**config.mk**
```make
export PLATFORM = sky130hd
export DESIGN_NAME = onewire_bus_master_byte_top_flat
export DESIGN_NICKNAME = d
export VERILOG_FILES = /design/src/obm_pkg.sv /design/src/obm_ifs.sv /design/src/onewire_bus_master_byte_top.sv /design/src/flat_wrapper.sv
export SDC_FILE = /design/constraint.sdc
export NUM_CORES = 1
export LEC_CHECK = 0
export BUFFER_PORTS_ARGS = -buffer_cell sky130_fd_sc_hd__buf_2
export CAP_MARGIN = 30
export CORE_MARGIN = 2
export CORE_UTILIZATION = 40
export DETAILED_ROUTE_END_ITERATION = 12
export GPL_TIMING_DRIVEN = 1
export PLACE_DENSITY = 0.66
export SLEW_MARGIN = 15
export SYNTH_ARGS = -nofsm -noshare
export SYNTH_HDL_FRONTEND = slang
export SYNTH_SLANG_ARGS = --single-unit
```
**constraint.sdc**
```tcl
create_clock -name clk -period 5.4 [get_ports clk]
set_input_delay 1.62 -clock clk [delete_from_list [all_inputs] [get_ports clk]]
set_output_delay 1.62 -clock clk [all_outputs]
set_load 0.005 [all_outputs]
```
**src/obm_pkg.sv**
```systemverilog
// Package for the byte-level 1-Wire bus master.
// Payload types, command and register codes, widths and register reset values.
// Used by the channel interfaces and by onewire_bus_master_byte_top.
package obm_pkg;

	localparam int REG_W           = 10;
	localparam int REG_COUNT       = 8;
	localparam int REG_IDX_W       = 3;
	localparam int CFG_IDX_W       = 4;
	localparam int TIMER_BITS_DEF  = 10;
	localparam int BITS_PER_BYTE   = 8;
	localparam int BIT_CNT_W       = 3;
	localparam int PHASE_W         = 4;

	// command codes carried in func
	localparam logic [1:0] FUNC_TICK  = 2'd0;
	localparam logic [1:0] FUNC_RESET = 2'd1;
	localparam logic [1:0] FUNC_WRITE = 2'd2;
	localparam logic [1:0] FUNC_READ  = 2'd3;

	// configuration register indexes
	localparam logic [REG_IDX_W-1:0] IDX_RESET_LOW     = 3'd0;
	localparam logic [REG_IDX_W-1:0] IDX_PRESENCE_WAIT = 3'd1;
	localparam logic [REG_IDX_W-1:0] IDX_RESET_TAIL    = 3'd2;
	localparam logic [REG_IDX_W-1:0] IDX_WRITE_ONE_LOW = 3'd3;
	localparam logic [REG_IDX_W-1:0] IDX_WRITE_ZERO_LOW = 3'd4;
	localparam logic [REG_IDX_W-1:0] IDX_SLOT_TAIL     = 3'd5;
	localparam logic [REG_IDX_W-1:0] IDX_READ_LOW      = 3'd6;
	localparam logic [REG_IDX_W-1:0] IDX_RECOVERY      = 3'd7;

	// register reset values, in index order
	localparam logic [REG_W-1:0] RST_RESET_LOW      = 10'd480;
	localparam logic [REG_W-1:0] RST_PRESENCE_WAIT  = 10'd60;
	localparam logic [REG_W-1:0] RST_RESET_TAIL     = 10'd480;
	localparam logic [REG_W-1:0] RST_WRITE_ONE_LOW  = 10'd1;
	localparam logic [REG_W-1:0] RST_WRITE_ZERO_LOW = 10'd60;
	localparam logic [REG_W-1:0] RST_SLOT_TAIL      = 10'd60;
	localparam logic [REG_W-1:0] RST_READ_LOW       = 10'd2;
	localparam logic [REG_W-1:0] RST_RECOVERY       = 10'd1;

	typedef struct packed {
		logic [1:0] func;
		logic [7:0] data_byte;
		logic       line_level;
	} item_t;

	typedef struct packed {
		logic       drive_low;
		logic       busy_res;
		logic       done_res;
		logic [7:0] read_data;
		logic       no_presence;
		logic       rejected;
	} result_t;

	typedef struct packed {
		logic [CFG_IDX_W-1:0] index;
		logic [REG_W-1:0]     data;
	} cfg_t;

endpackage

```
**src/obm_ifs.sv**
```systemverilog
// Valid/ready channel interfaces for the 1-Wire bus master.
// Depends on obm_pkg for the payload types.

interface obm_item_if;
	import obm_pkg::*;
	logic  valid;
	logic  ready;
	item_t payload;
	modport source (output valid, output payload, input ready);
	modport sink   (input valid, input payload, output ready);
endinterface

interface obm_result_if;
	import obm_pkg::*;
	logic    valid;
	logic    ready;
	result_t payload;
	modport source (output valid, output payload, input ready);
	modport sink   (input valid, input payload, output ready);
endinterface

interface obm_cfg_if;
	import obm_pkg::*;
	logic valid;
	logic ready;
	cfg_t payload;
	modport source (output valid, output payload, input ready);
	modport sink   (input valid, input payload, output ready);
endinterface

```
**src/onewire_bus_master_byte_top.sv**
```systemverilog
// Byte-level 1-Wire bus master, one input transfer per microsecond tick.
// Depends on obm_pkg and the channel interfaces in obm_ifs.sv.
//
//  channel  dir  payload                                           transfer when
//  item     in   func, data_byte, line_level                       valid & ready
//  result   out  drive_low, busy_res, done_res, read_data,
//                no_presence, rejected                             valid & ready
//  cfg      in   index (4b), data (10b)                            valid & ready
//
// Every item gives exactly one result, registered and offered in the cycle after the item transfer.
// Throughput is one item per clock: the phase sequencer state and the result register
// update in the same edge; item.ready drops only while a result waits and result.ready is low.
// cfg.ready is always high; writes to indexes above seven are dropped.
// arst_n clears the sequencer, the presence flag (to "no device") and the result valid;
// configuration registers return to their default timings.
module onewire_bus_master_byte_top #(
	parameter int TIMER_BITS = obm_pkg::TIMER_BITS_DEF
) (
	input logic         clk,
	input logic         arst_n,
	obm_item_if.sink    item,
	obm_result_if.source result,
	obm_cfg_if.sink     cfg
);
	import obm_pkg::*;

	localparam int TW = TIMER_BITS;
	localparam int CW = (TW > REG_W) ? TW : REG_W;
	localparam logic [TW-1:0] TMAX = '1;

	// sequencer phase codes
	localparam logic [PHASE_W-1:0] PH_IDLE     = 4'd0;
	localparam logic [PHASE_W-1:0] PH_RST_LOW  = 4'd1;
	localparam logic [PHASE_W-1:0] PH_RST_WAIT = 4'd2;
	localparam logic [PHASE_W-1:0] PH_RST_TAIL = 4'd3;
	localparam logic [PHASE_W-1:0] PH_W_LOW    = 4'd4;
	localparam logic [PHASE_W-1:0] PH_W_TAIL   = 4'd5;
	localparam logic [PHASE_W-1:0] PH_R_LOW    = 4'd6;
	localparam logic [PHASE_W-1:0] PH_R_SAMPLE = 4'd7;
	localparam logic [PHASE_W-1:0] PH_R_TAIL   = 4'd8;

	typedef struct packed {
		logic [PHASE_W-1:0]   phase;
		logic [TW-1:0]        timer;
		logic [BIT_CNT_W-1:0] bit_count;
		logic [7:0]           send_shift;
	} seq_t;

	logic [REG_W-1:0] cfg_q [REG_COUNT];

	logic [PHASE_W-1:0]   phase_q;
	logic [TW-1:0]        timer_q;
	logic [BIT_CNT_W-1:0] bit_count_q;
	logic [7:0]           send_shift_q;
	logic [7:0]           receive_shift_q;
	logic                 presence_q;

	logic    res_valid_q;
	result_t res_q;

	logic    item_xfer;
	seq_t    s_start, s_adv1, s_adv2, s_next;
	logic [7:0] recv_next;
	logic    pres_next;
	result_t res_next;

	// clamp a register value into the timer, optionally forcing a minimum of one
	function automatic logic [TW-1:0] fit(input logic [REG_W-1:0] v, input logic at_least_one);
		logic [CW-1:0] ve;
		ve = CW'(v);
		if (at_least_one && v == '0) begin
			ve = CW'(1);
		end
		if (ve > CW'(TMAX)) begin
			ve = CW'(TMAX);
		end
		return TW'(ve);
	endfunction

	// enter a phase: load its length
	function automatic seq_t go(input seq_t s, input logic [PHASE_W-1:0] p);
		seq_t r;
		r = s;
		r.phase = p;
		unique case (p)
			PH_RST_LOW:  r.timer = fit(cfg_q[IDX_RESET_LOW], 1'b1);
			PH_RST_WAIT: r.timer = fit(cfg_q[IDX_PRESENCE_WAIT], 1'b1);
			PH_RST_TAIL: r.timer = fit(cfg_q[IDX_RESET_TAIL], 1'b0);
			PH_W_LOW:    r.timer = s.send_shift[0] ? fit(cfg_q[IDX_WRITE_ONE_LOW], 1'b1)
			                                       : fit(cfg_q[IDX_WRITE_ZERO_LOW], 1'b1);
			PH_W_TAIL:   r.timer = s.send_shift[0] ? fit(cfg_q[IDX_SLOT_TAIL], 1'b0)
			                                       : fit(cfg_q[IDX_RECOVERY], 1'b0);
			PH_R_LOW:    r.timer = fit(cfg_q[IDX_READ_LOW], 1'b1);
			PH_R_SAMPLE: r.timer = TW'(1);
			PH_R_TAIL:   r.timer = fit(cfg_q[IDX_SLOT_TAIL], 1'b0);
			default: begin
				r.phase = PH_IDLE;
				r.timer = '0;
			end
		endcase
		return r;
	endfunction

	// move to the phase that follows an expired one
	function automatic seq_t advance(input seq_t s);
		seq_t r;
		r = s;
		unique case (s.phase)
			PH_RST_LOW:  r = go(s, PH_RST_WAIT);
			PH_RST_WAIT: r = go(s, PH_RST_TAIL);
			PH_W_LOW:    r = go(s, PH_W_TAIL);
			PH_R_LOW:    r = go(s, PH_R_SAMPLE);
			PH_R_SAMPLE: r = go(s, PH_R_TAIL);
			PH_W_TAIL, PH_R_TAIL: begin
				if (s.bit_count == BIT_CNT_W'(BITS_PER_BYTE - 1)) begin
					r.bit_count = '0;
					r = go(r, PH_IDLE);
				end else begin
					r.bit_count = s.bit_count + BIT_CNT_W'(1);
					if (s.phase == PH_W_TAIL) begin
						r.send_shift = {1'b0, s.send_shift[7:1]};
						r = go(r, PH_W_LOW);
					end else begin
						r = go(r, PH_R_LOW);
					end
				end
			end
			default: r = go(s, PH_IDLE);
		endcase
		return r;
	endfunction

	assign cfg.ready    = 1'b1;
	assign item.ready   = !res_valid_q || result.ready;
	assign item_xfer    = item.valid && item.ready;
	assign result.valid = res_valid_q;
	assign result.payload = res_q;

	always_comb begin
		res_next = '0;
		s_start  = '{phase: phase_q, timer: timer_q, bit_count: bit_count_q,
		             send_shift: send_shift_q};
		recv_next = receive_shift_q;
		pres_next = presence_q;

		// command start; the start tick is already the first tick of the command
		if (phase_q == PH_IDLE) begin
			unique case (item.payload.func)
				FUNC_RESET: s_start = go(s_start, PH_RST_LOW);
				FUNC_WRITE: begin
					s_start.send_shift = item.payload.data_byte;
					s_start.bit_count  = '0;
					s_start = go(s_start, PH_W_LOW);
				end
				FUNC_READ: begin
					s_start.bit_count = '0;
					s_start = go(s_start, PH_R_LOW);
				end
				default: s_start = s_start;
			endcase
		end else if (item.payload.func != FUNC_TICK) begin
			res_next.rejected = 1'b1;
		end

		s_adv1 = s_start;
		s_adv2 = s_start;
		s_next = s_start;
		if (s_start.phase != PH_IDLE) begin
			res_next.busy_res  = 1'b1;
			res_next.drive_low = (s_start.phase == PH_RST_LOW) || (s_start.phase == PH_W_LOW) ||
			                     (s_start.phase == PH_R_LOW);
			if (s_start.phase == PH_RST_WAIT && s_start.timer == TW'(1)) begin
				pres_next = item.payload.line_level;
			end
			if (s_start.phase == PH_R_SAMPLE) begin
				recv_next = {item.payload.line_level, receive_shift_q[7:1]};
			end
			if (s_start.timer != '0) begin
				s_adv1.timer = s_start.timer - TW'(1);
			end
			// a zero tail can chain at most two phase changes in one tick
			s_adv2 = s_adv1;
			if (s_adv1.timer == '0) begin
				s_adv2 = advance(s_adv1);
			end
			s_next = s_adv2;
			if (s_adv2.phase != PH_IDLE && s_adv2.timer == '0) begin
				s_next = advance(s_adv2);
			end
			res_next.done_res = (s_next.phase == PH_IDLE);
		end
		res_next.read_data   = recv_next;
		res_next.no_presence = pres_next;
	end

	always_ff @(posedge clk or negedge arst_n) begin
		if (!arst_n) begin
			cfg_q[IDX_RESET_LOW]      <= RST_RESET_LOW;
			cfg_q[IDX_PRESENCE_WAIT]  <= RST_PRESENCE_WAIT;
			cfg_q[IDX_RESET_TAIL]     <= RST_RESET_TAIL;
			cfg_q[IDX_WRITE_ONE_LOW]  <= RST_WRITE_ONE_LOW;
			cfg_q[IDX_WRITE_ZERO_LOW] <= RST_WRITE_ZERO_LOW;
			cfg_q[IDX_SLOT_TAIL]      <= RST_SLOT_TAIL;
			cfg_q[IDX_READ_LOW]       <= RST_READ_LOW;
			cfg_q[IDX_RECOVERY]       <= RST_RECOVERY;
		end else if (cfg.valid && cfg.payload.index < CFG_IDX_W'(REG_COUNT)) begin
			cfg_q[cfg.payload.index[REG_IDX_W-1:0]] <= cfg.payload.data;
		end
	end

	always_ff @(posedge clk or negedge arst_n) begin
		if (!arst_n) begin
			phase_q         <= PH_IDLE;
			timer_q         <= '0;
			bit_count_q     <= '0;
			send_shift_q    <= '0;
			receive_shift_q <= '0;
			presence_q      <= 1'b1;
			res_valid_q     <= 1'b0;
		end else begin
			if (item_xfer) begin
				phase_q         <= s_next.phase;
				timer_q         <= s_next.timer;
				bit_count_q     <= s_next.bit_count;
				send_shift_q    <= s_next.send_shift;
				receive_shift_q <= recv_next;
				presence_q      <= pres_next;
				res_valid_q     <= 1'b1;
			end else if (result.ready) begin
				res_valid_q <= 1'b0;
			end
		end
	end

	always_ff @(posedge clk) begin
		if (item_xfer) begin
			res_q <= res_next;
		end
	end

`ifndef NO_ASSERTIONS
	// a running phase always has time left on the timer
	a_timer_live: assert property (@(posedge clk) disable iff (!arst_n)
		(phase_q != PH_IDLE) |-> (timer_q != '0))
		else $error("running phase with expired timer");

	// a command while busy is flagged in the result of that transfer
	a_reject: assert property (@(posedge clk) disable iff (!arst_n)
		(item_xfer && phase_q != PH_IDLE && item.payload.func != FUNC_TICK)
		|=> (res_q.rejected && res_q.busy_res))
		else $error("busy command not flagged");

	// bus is only pulled low while a command runs
	a_drive_busy: assert property (@(posedge clk) disable iff (!arst_n)
		(res_valid_q && res_q.drive_low) |-> res_q.busy_res)
		else $error("line driven while not busy");

	// sequencer returns to idle with the bit counter cleared
	a_idle_count: assert property (@(posedge clk) disable iff (!arst_n)
		(phase_q == PH_IDLE) |-> (bit_count_q == '0))
		else $error("bit counter left nonzero in idle");
`endif

endmodule

```
**src/flat_wrapper.sv**
```systemverilog
// flat-port wrapper written by rule: the top's interface ports become plain ports
module onewire_bus_master_byte_top_flat import obm_pkg::*;
#(
	parameter int TIMER_BITS = obm_pkg::TIMER_BITS_DEF
)
  (clk, arst_n, item_valid, item_payload, item_ready, result_valid, result_payload, result_ready, cfg_valid, cfg_payload, cfg_ready);
  obm_item_if item_i ();
  obm_result_if result_i ();
  obm_cfg_if cfg_i ();
  input logic clk;
  input logic arst_n;
  input wire logic [$bits(item_i.valid)-1:0] item_valid;
  input wire logic [$bits(item_i.payload)-1:0] item_payload;
  output wire logic [$bits(item_i.ready)-1:0] item_ready;
  output wire logic [$bits(result_i.valid)-1:0] result_valid;
  output wire logic [$bits(result_i.payload)-1:0] result_payload;
  input wire logic [$bits(result_i.ready)-1:0] result_ready;
  input wire logic [$bits(cfg_i.valid)-1:0] cfg_valid;
  input wire logic [$bits(cfg_i.payload)-1:0] cfg_payload;
  output wire logic [$bits(cfg_i.ready)-1:0] cfg_ready;
  assign item_i.valid = item_valid;
  assign item_i.payload = item_payload;
  assign item_ready = item_i.ready;
  assign result_valid = result_i.valid;
  assign result_payload = result_i.payload;
  assign result_i.ready = result_ready;
  assign cfg_i.valid = cfg_valid;
  assign cfg_i.payload = cfg_payload;
  assign cfg_ready = cfg_i.ready;
  onewire_bus_master_byte_top #(.TIMER_BITS(TIMER_BITS)) u_core (.clk(clk), .arst_n(arst_n), .item(item_i), .result(result_i), .cfg(cfg_i));
endmodule
```
# Yosys cells after proc, flatten, opt, wreduce, memory -nomap -nowiden
# Cells that the tools add are included.
dict set report classes {
  addsub 3
  magnitude_cmp 18
  eq_ne 20
  muxes 95
  bitwise_logic 1
  n_reduce_logical 25
}
# op count
set op_table {}
lappend op_table {{$mux 10} 72}
lappend op_table {{$pmux 25 s6} 2}
lappend op_table {{$mux 25} 8}
lappend op_table {{$gt 10x10->1 const B} 15}
lappend op_table {{$bwmux 80} 1}
lappend op_table {{$pmux 25 s3} 1}
lappend op_table {{$logic_not 10->1} 7}
lappend op_table {{$mux 23} 2}
lappend op_table {{$eq 4x3->1 const B} 8}
lappend op_table {{$demux 10 s3} 1}
lappend op_table {{$mux 8} 2}
lappend op_table {{$eq 10x1->1 const B} 1}
lappend op_table {{$reduce_bool 10->1} 1}
lappend op_table {{$sub 10x1->10 const B} 1}
lappend op_table {{$eq 4x1->1 const B} 2}
lappend op_table {{$eq 4x2->1 const B} 2}
lappend op_table {{$eq 4x4->1 const B} 2}
lappend op_table {{$logic_not 4->1} 2}
lappend op_table {{$reduce_bool 4->1} 2}
lappend op_table {{$add 3x1->3 const B} 2}
lappend op_table {{$eq 3x3->1 const B} 2}
lappend op_table {{$logic_and 1x1->1} 5}
lappend op_table {{$mux 1} 5}
lappend op_table {{$eq 2x2->1 const B} 2}
lappend op_table {{other kinds (10)} 14}
dict set report totals {
  regBits 128
  inputBits 30
  out_inout_bits 16
  wordCells 183
}

# Depth between registers and ports, before layout
# Gate-level depths: netlist of run 1.
dict set report logic_depth {
  word_depth 39
  mapped_depth 26
  depth_no_buf 23
}

# Least setup slack after synthesis of run 1
# Ideal clock, no wire load.
dict set report synth_path {
  path_kind {input to register}
  from {in item_payload[1]}
  to {reg u_core.send_shift_q[6]}
  setup_time_ps 121
  t_arrival_ps 6516
  required_ps 5279
  path_slack_ps -1237
  stages 23
  path_buffers 4
  cell_sequence {clkbuf_1 -> buf_2 -> mux2i_1 -> o22ai_1 -> mux2i_1 -> ha_1 -> clkbuf_1 -> nand3_1 -> o31ai_1 -> and2_1 -> nand3_1 -> o2111a_2 -> nor4_1 -> mux2_2 -> ha_1 -> ha_1 -> nor2_1 -> nand2_1 -> or3_1 -> buf_2 -> nand2_1 -> mux2i_1 -> o22a_1}
}
dict set report synth_between {
  elab_chain_len 16
  elab_cells_between_ends 30
  classes_between {add/sub (1); eq/ne (8); mux (15); reduce/logical (6)}
}
# item line_no
set synth_lines {}
lappend synth_lines {{start, declared} flat_wrapper.sv:13} ;# input wire logic [$bits(item_i.payload)-1:0] item_payload;
lappend synth_lines {{$mux 10} onewire_bus_master_byte_top.sv:89} ;# PH_W_LOW: r.timer = s.send_shift[0] ? fit(cfg_q[IDX_WRITE_ONE_LOW], 1'b1)
lappend synth_lines {{$pmux 25 s3 (*)} onewire_bus_master_byte_top.sv:148} ;# unique case (item.payload.func)
lappend synth_lines {{$mux 25 (*)} onewire_bus_master_byte_top.sv:147} ;# if (phase_q == PH_IDLE) begin
lappend synth_lines {{$sub 10x1->10 or $reduce_bool 10->1 (tied branches)} {onewire_bus_master_byte_top.sv:179, onewire_bus_master_byte_top.sv:178}}
lappend synth_lines {{$mux 10} onewire_bus_master_byte_top.sv:178} ;# if (s_start.timer != '0) begin
lappend synth_lines {{$mux 10} onewire_bus_master_byte_top.sv:168} ;# if (s_start.phase != PH_IDLE) begin
lappend synth_lines {{$logic_not 10->1} onewire_bus_master_byte_top.sv:183} ;# if (s_adv1.timer == '0) begin
lappend synth_lines {{$mux 25 (*)} onewire_bus_master_byte_top.sv:183}
lappend synth_lines {{$mux 25 (*)} onewire_bus_master_byte_top.sv:168}
lappend synth_lines {{$eq 4x3->1} {onewire_bus_master_byte_top.sv:108, onewire_bus_master_byte_top.sv:120}}
lappend synth_lines {{$mux 23} onewire_bus_master_byte_top.sv:120} ;# if (s.phase == PH_W_TAIL) begin
lappend synth_lines {{$mux 25} onewire_bus_master_byte_top.sv:115} ;# if (s.bit_count == BIT_CNT_W'(BITS_PER_BYTE - 1)) begin
lappend synth_lines {{$pmux 25 s6} onewire_bus_master_byte_top.sv:108} ;# unique case (s.phase)
lappend synth_lines {{$mux 25 (*)} onewire_bus_master_byte_top.sv:187} ;# if (s_adv2.phase != PH_IDLE && s_adv2.timer == '0) begin
lappend synth_lines {{$mux 25 (*) (2 in a row)} onewire_bus_master_byte_top.sv:168}
lappend synth_lines {{end signal, assigned} onewire_bus_master_byte_top.sv:225} ;# send_shift_q <= s_next.send_shift;
lappend synth_lines {{end, declared} onewire_bus_master_byte_top.sv:54} ;# logic [7:0] send_shift_q;
# Mark *: on every way between the ends. The rest lies on a longest branch, timed or not. The select of a mux whose other input is x is not followed.
# A chain may end at the register's enable or synchronous reset.

# Worst setup path in the final report of run 1
dict set report layout_path {
  from {in item_payload[1]}
  to {reg u_core.timer_q[9]}
}
dict set report layout_between {
  elab_chain_len 16
  elab_cells_between_ends 34
  classes_between {add/sub (1); eq/ne (8); mux (19); reduce/logical (6)}
}
# item line_no
set layout_lines {}
lappend layout_lines {{$mux 10} onewire_bus_master_byte_top.sv:89}
lappend layout_lines {{$pmux 25 s3 (*)} onewire_bus_master_byte_top.sv:148}
lappend layout_lines {{$mux 25 (*)} onewire_bus_master_byte_top.sv:147}
lappend layout_lines {{$sub 10x1->10 or $reduce_bool 10->1 (tied branches)} {onewire_bus_master_byte_top.sv:179, onewire_bus_master_byte_top.sv:178}}
lappend layout_lines {{$mux 10} onewire_bus_master_byte_top.sv:178}
lappend layout_lines {{$mux 10} onewire_bus_master_byte_top.sv:168}
lappend layout_lines {{$logic_not 10->1} onewire_bus_master_byte_top.sv:183}
lappend layout_lines {{$mux 25} onewire_bus_master_byte_top.sv:183}
lappend layout_lines {{$mux 25} onewire_bus_master_byte_top.sv:168}
lappend layout_lines {{$eq 4x3->1 or $mux 10 (tied branches)} {onewire_bus_master_byte_top.sv:108, onewire_bus_master_byte_top.sv:120, onewire_bus_master_byte_top.sv:89}}
lappend layout_lines {{$mux 23} onewire_bus_master_byte_top.sv:120}
lappend layout_lines {{$mux 25} onewire_bus_master_byte_top.sv:115}
lappend layout_lines {{$pmux 25 s6} onewire_bus_master_byte_top.sv:108}
lappend layout_lines {{$mux 25} onewire_bus_master_byte_top.sv:187}
lappend layout_lines {{$mux 25} onewire_bus_master_byte_top.sv:168}
lappend layout_lines {{$mux 25 (*)} onewire_bus_master_byte_top.sv:168}
lappend layout_lines {{end signal, assigned} onewire_bus_master_byte_top.sv:223} ;# timer_q <= s_next.timer;
lappend layout_lines {{end, declared} onewire_bus_master_byte_top.sv:52} ;# logic [TW-1:0] timer_q;
# Marks and branches as above.

==> results of run 1 <==
-- path summary, 6_finish.rpt --
kind	startpoint	cells after the start	slack [ns]	to
max	item_payload[1]	24	-0.15	u_core.timer_q[9]$_DFFE_PN0P_
min	u_core.presence_q$_DFFE_PN1P_	2	0.46	u_core.presence_q$_DFFE_PN1P_
max reg2reg	u_core.phase_q[0]$_DFFE_PN0P_	22	0.19	u_core.timer_q[9]$_DFFE_PN0P_
min reg2reg	u_core.presence_q$_DFFE_PN1P_	2	0.46	u_core.presence_q$_DFFE_PN1P_
max in group asynchronous	arst_n	3	3.46	u_core.presence_q$_DFFE_PN1P_
min in group asynchronous	arst_n	1	1.00	u_core.cfg_q[6]$_DFFE_PN0P_
-- routing by layer --
metal  GRT usage  vias up
met5           0        -
met4       0.134        0
met3      0.0483       97
met2       0.440      432
met1       0.373     4038
li1            -     3659
-- worst register-to-register path: stages (launching register included) --
cell,delay [ns]
dfrtp_1,0.43
or4_1,0.74
nor2_8,0.20
mux2i_2,0.27
ha_2,0.28
inv_2,0.06
o31ai_2,0.23
mux2i_1,0.14
o31ai_2,0.10
o2111ai_2,0.20
a21o_1,0.24
nor4_4,0.23
buf_6,0.17
mux2_4,0.18
ha_4,0.13
ha_4,0.15
buf_12,0.11
nor2b_4,0.04
and2_4,0.18
mux2_4,0.33
a222oi_1,0.42
o21ai_1,0.13
a2bb2oi_1,0.15
-- state kept, by name (all words and copies together), names as in the netlist --
register / count
u_core.bit_count_q: 3
u_core.result.valid: 1
u_core.receive_shift_q: 8
u_core.presence_q: 1
u_core.phase_q: 4
u_core.send_shift_q: 8
u_core.result.payload: 13
u_core.timer_q: 10
u_core.cfg_q: 80
-- final cells by class --
type                            count  area (um^2)
Clock buffer                       19          443
Clock inverter                     13          171
Fill cell                        1901         9840
Inverter                           11         41.3
Multi-Input combinational cell    676         5220
Sequential cell                   128         3300
Tap cell                          275          344
Timing Repair Buffer              197         1470
-- power groups by stage --
stage	sequential (mW)	combinational [mW]	clock (mW)
2_1_floorplan	1.40	1.65	0
3_3_place_gp	1.52	2.71	0
3_5_place_dp	1.53	2.73	0
4_1_cts	1.52	2.79	1.24
5_1_grt	1.56	3.22	1.29
6_report	1.54	3.01	1.24
-- layout by cell type (no fill, tap or decap), drive strengths merged, types with 10 or more instances in the layout --
master	instances
buf	196
mux2	110
nand2	101
dfrtp	91
o21ai	58
nor2	49
mux2i	47
nand3	33
dfstp	24
a21oi	21
clkbuf	20
a31oi	19
nor3	18
inv	17
and3	14
nor4	14
edfxtp	13
nand2b	11
nand4	10
a22oi	10
a221oi	10
-- what timing repair did --
| item | in CTS | in global routing |
|---|---|---|
| buffers inserted | 4 | 12 |
| resized for setup | 14 | 45 |
| pin swaps | 13 | 28 |
| setup endpoints to repair | 18 | 21 |
| gates cloned | 1 | 0 |
-- cells by family (layout without fill, tap and decap cells) --
logic type	after synthesis	count (layout)	share of synthesized area
simple gates	291	291	0.178
compound gates	219	219	0.184
mux	156	157	0.202
flops	128	128	0.392
buf+inv	63	240	0.0318
fa+ha+maj	6	6	0.00893
xor+xnor	2	2	0.00208
other cells	1	1	0.000446
==> impl_metrics.json, run 1 <==
{
  "seq_area_frac_synth": 0.392,
  "hold_path_class": "flip-flop to flip-flop",
  "syn_area_um2": 8410,
  "synth_edf_count": 13,
  "layout-drive-gt1-share": 0.419,
  "synthFlopType": "dfrtp_1",
  "place_area_um2": 9940,
  "critPathBufInv": 4,
  "maxSlewHeadroom": 0.523,
  "dieHeight_um": 149,
  "track_usage": 0.279,
  "hold_slack_ns": 0.464,
  "cellLeakagePower_nw": 4.68,
  "pre_cts_ws_ns": -0.706,
  "io-pin-count": 46,
  "final_cell_count_no_fill": 1319,
  "cpPeakStageDelay_ns": 0.42,
  "start_util": 0.404,
  "critical_path.startpoint_type": "primary input",
  "yosysMostFrequentCell": "mux2_2",
  "final_max_slew_viol_count": 0,
  "design_area_um2": 11000,
  "worst-endpoint-required_ns": 5.73,
  "die_w_um": 149,
  "numCtsBuffers": 17,
  "coreArea_um2": 20800,
  "fmax_mhz": 180,
  "yosys-top-cells-count": "108 x mux2_2, 101 x nand2_1, 91 x dfrtp_1",
  "crit_family": "compound AO/OA/AOI/OAI gates",
  "antenna_found_initial": 0,
  "via_per_inst": 6.24,
  "synth_cell_types": 80,
  "avgSynthCellArea_um2": 9.71,
  "power_frac_seq": 0.266,
  "dp.cells": 1269,
  "total_power_mw": 5.79,
  "synth_top_area_cell": "dfrtp_1",
  "grt_setup_unrepaired": "true",
  "synthCells": 866,
  "cap_violations": 0,
  "grt_max_degree": 73,
  "row_count": 53,
  "internal_power_mw": 3.38,
  "layout_min_cycle_time_ns": 5.55,
  "status": "complete, but fails checks",
  "numPortBuffers": 44,
  "clkPwrFrac": 0.214,
  "finalSetupViolCount": 17,
  "dieArea_um2": 22200,
  "first_global_vias": 7809,
  "dr_total_vias": 8226,
  "power_density_nw_per_um2": 527,
  "synthTopCellsByArea": "dfrtp_1 27%, mux2_2 14%, dfstp_2 7.5%, mux2i_1 5.6%, edfxtp_1 4.6%",
  "power.switching_mw": 2.41,
  "worstSetupPathType": "primary input to flip-flop",
  "clk_transition_reported_paths_ns": 0.06,
  "diodes": 0,
  "wl_um": 30500,
  "cts_num_sinks": 128,
  "cp_cell_sequence": "buf_2 -> or2_4 -> a31oi_2 -> nor4_4 -> nor2_2 -> ha_2 -> inv_2 -> o31ai_2 -> mux2i_1 -> o31ai_2 -> o2111ai_2 -> a21o_1 -> nor4_4 -> buf_6 -> mux2_4 -> ha_4 -> ha_4 -> buf_12 -> nor2b_4 -> and2_4 -> mux2_4 -> a222oi_1 -> o21ai_1 -> a2bb2oi_1",
  "dr_wl_met3_um": 2090,
  "ir_worst_vdd_v": 0.000272,
  "hpwl_um": 22700,
  "root_buffer": "clkbuf_16",
  "wl_met2_um": 14000,
  "drc": 0,
  "grt_pass1_wl_um": 46800,
  "gr-total-overflow": 0,
  "nets": 1067,
  "drtIter0Drc": 900,
  "areaGrowthSynthToFinish_pct": 30.6,
  "wl_per_cell_um": 23.1,
  "hold_viol_final": 0,
  "synth-seq-cells": 128,
  "synth_top_area_frac": 0.271,
  "p_sw_frac": 0.416,
  "synth_warnings": 0,
  "async_flop_share": 0.898,
  "clock_latency_ns": 0.44,
  "highest_layer": "met4",
  "drtAntennaViolNets": 0,
  "clockBufferDepth": 2,
  "end_kind": "flip-flop",
  "violations": "negative setup slack",
  "crit_fanout": 5,
  "wl_met1_um": 12900,
  "cts_tree": "built",
  "synth_nets": 902,
  "tightest_slew_ns": 0.712,
  "period_share": 1.03,
  "setup_slack_ns": -0.147,
  "cts-htree-levels": 4,
  "cts_hold_buf": 0,
  "pwr-share-comb": 0.520,
  "finClkSkew_ns": 0.00912,
  "final_core_util": 0.528,
  "crit_slowest_cell": "a222oi_1",
  "place_congestion": 1.02,
  "worstPathArrival_ns": 5.87,
  "timing.setup.tns_ns": -1.14,
  "first_pass_iters": 7
}
Power figures use the tool's default switching activity.
==> run 2: changes to the inputs <==
Settings changed: REMOVE_ABC_BUFFERS from default to 1.
==> impl_metrics.json, run 2 (synthesis gave the netlist of run 1 again) <==
{
  "numCtsBuffers": 17,
  "first_global_vias": 7640,
  "cts_tree": "built",
  "cap_violations": 0,
  "drc": 0,
  "cts-htree-levels": 4,
  "crit_family": "compound AO/OA/AOI/OAI gates",
  "timing.critical_path.mode_cell": "buf_8",
  "n_fill_cell": 1911,
  "root_buffer": "clkbuf_16",
  "place_area_um2": 9820,
  "final_max_slew_viol_count": 0,
  "antenna_found_initial": 0,
  "coreArea_um2": 20800,
  "fmax_mhz": 186,
  "worstPathArrival_ns": 5.68,
  "cp_cell_sequence": "buf_8 -> buf_8 -> buf_8 -> mux2i_1 -> o22ai_2 -> mux2i_1 -> and3_4 -> and3_4 -> o2111a_2 -> nor4_2 -> buf_4 -> mux2_4 -> ha_4 -> ha_4 -> nor2b_4 -> and2_4 -> mux2_4 -> a222oi_1 -> o21ai_1 -> a2bb2oi_1",
  "areaGrowthSynthToFinish_pct": 30.0,
  "grt_max_degree": 52,
  "worst-endpoint-required_ns": 5.71,
  "setup_slack_ns": 0.0270,
  "design_area_um2": 10900,
  "status": "finished clean",
  "clock_latency_ns": 0.43,
  "end_kind": "flip-flop",
  "cpPeakStageDelay_ns": 0.42,
  "finClkSkew_ns": 0.0122,
  "cts_num_sinks": 128,
  "cellLeakagePower_nw": 4.66,
  "crit_slowest_cell": "o22ai_2",
  "nets": 1070,
  "io-pin-count": 46,
  "gr-total-overflow": 0,
  "largest_register": "u_core.cfg_q",
  "die_w_um": 149,
  "critical_path.startpoint_type": "primary input",
  "layout-drive-gt1-share": 0.420,
  "via_per_inst": 6.17,
  "clk_transition_reported_paths_ns": 0.06,
  "start_util": 0.404,
  "track_usage": 0.271,
  "place_congestion": 1.00,
  "crit_fanout": 8,
  "power_density_nw_per_um2": 509,
  "dp.cells": 1272,
  "final_core_util": 0.525,
  "tightest_slew_ns": 0.878,
  "grt_pass1_wl_um": 45600,
  "diodes": 0,
  "total_power_mw": 5.57,
  "maxSlewHeadroom": 0.413,
  "final_cell_count_no_fill": 1322,
  "layout_commonest_cell": "buf_4",
  "layout_min_cycle_time_ns": 5.37,
  "largest_reg_flops": 80,
  "wl_um": 30000,
  "hold_viol_final": 0,
  "first_pass_iters": 7,
  "finalSetupViolCount": 0,
  "drtIter0Drc": 841,
  "wl_per_cell_um": 22.7,
  "cts_hold_buf": 0,
  "period_share": 0.995,
  "dieHeight_um": 149,
  "dr_total_vias": 8157,
  "mostFrequentLayoutCells": "147 x buf_4, 104 x mux2_2, 97 x nand2_1",
  "dieArea_um2": 22200,
  "ir_worst_vdd_v": 0.000247,
  "hpwl_um": 22400,
  "critPathBufInv": 4,
  "pre_cts_ws_ns": -0.998,
  "clockBufferDepth": 2,
  "drtAntennaViolNets": 0,
  "numPortBuffers": 44,
  "row_count": 53,
  "worstSetupPathType": "primary input to flip-flop",
  "grt_setup_unrepaired": "true",
  "hold_path_class": "flip-flop to flip-flop"
}
[run 2: worst paths after layout]
path,startpoint,endpoint,slack (ns),cells after the start
worst max-delay path,item_payload[10],u_core.timer_q[9]$_DFFE_PN0P_,0.03,20
worst min-delay path,u_core.presence_q$_DFFE_PN1P_,u_core.presence_q$_DFFE_PN1P_,0.47,2
worst max register to register,u_core.phase_q[3]$_DFFE_PN0P_,u_core.timer_q[9]$_DFFE_PN0P_,0.42,23
worst min register to register,u_core.presence_q$_DFFE_PN1P_,u_core.presence_q$_DFFE_PN1P_,0.47,2
max in group asynchronous,arst_n,u_core.cfg_q[26]$_DFFE_PN0P_,3.35,2
min in group asynchronous,arst_n,u_core.phase_q[1]$_DFFE_PN0P_,1.11,1
[run 2: layer usage]
layer  share of wire  wire (um)  track usage
met5               0          0            0
met4           0.034       1020        0.112
met3           0.070       2100       0.0391
met2            0.46      13700        0.422
met1            0.44      13200        0.381
[run 2: timing repair]
item / in CTS / in global routing
resized for setup: 48 / 45
pin swaps: 18 / 24
setup buffers: 4 / 10
cloned: 2 / 0
setup endpoints to repair: 22 / 22
endpoints found under the hold margin: 0 / 0
[run 2: area by class of cell]
class | instances | area [um^2] | share of cell area
inverter | 11 | 41.3 | 0.00378
timing repair buffer | 199 | 1470 | 0.134
clock inverter | 13 | 113 | 0.0103
sequential | 128 | 3300 | 0.302
clock buffer | 19 | 443 | 0.0405
tap | 275 | 344 | 0.0315
multi-input combinational | 677 | 5230 | 0.478
[run 2: where the power goes]
group | switching, mW | leakage, nW | internal [mW] | total [mW]
Combinational | 1.63 | 2.87 | 1.33 | 2.96
Sequential | 0.246 | 1.52 | 1.25 | 1.49
Clock | 0.473 | 0.274 | 0.646 | 1.12
[run 2: through the flow]
stage          hold slack [ns]  TNS (ns)
2_1_floorplan            0.438    -16.28
3_3_place_gp             0.445    -15.72
3_5_place_dp             0.459    -19.84
4_1_cts                  0.475         0
5_1_grt                  0.501    -0.500
6_report                 0.470         0
[run 2: tightest hold or removal path: stages, from the launching register on]
cell	delay, ns
dfstp_2	0.37
nand2_1	0.05
nand2_1	0.05
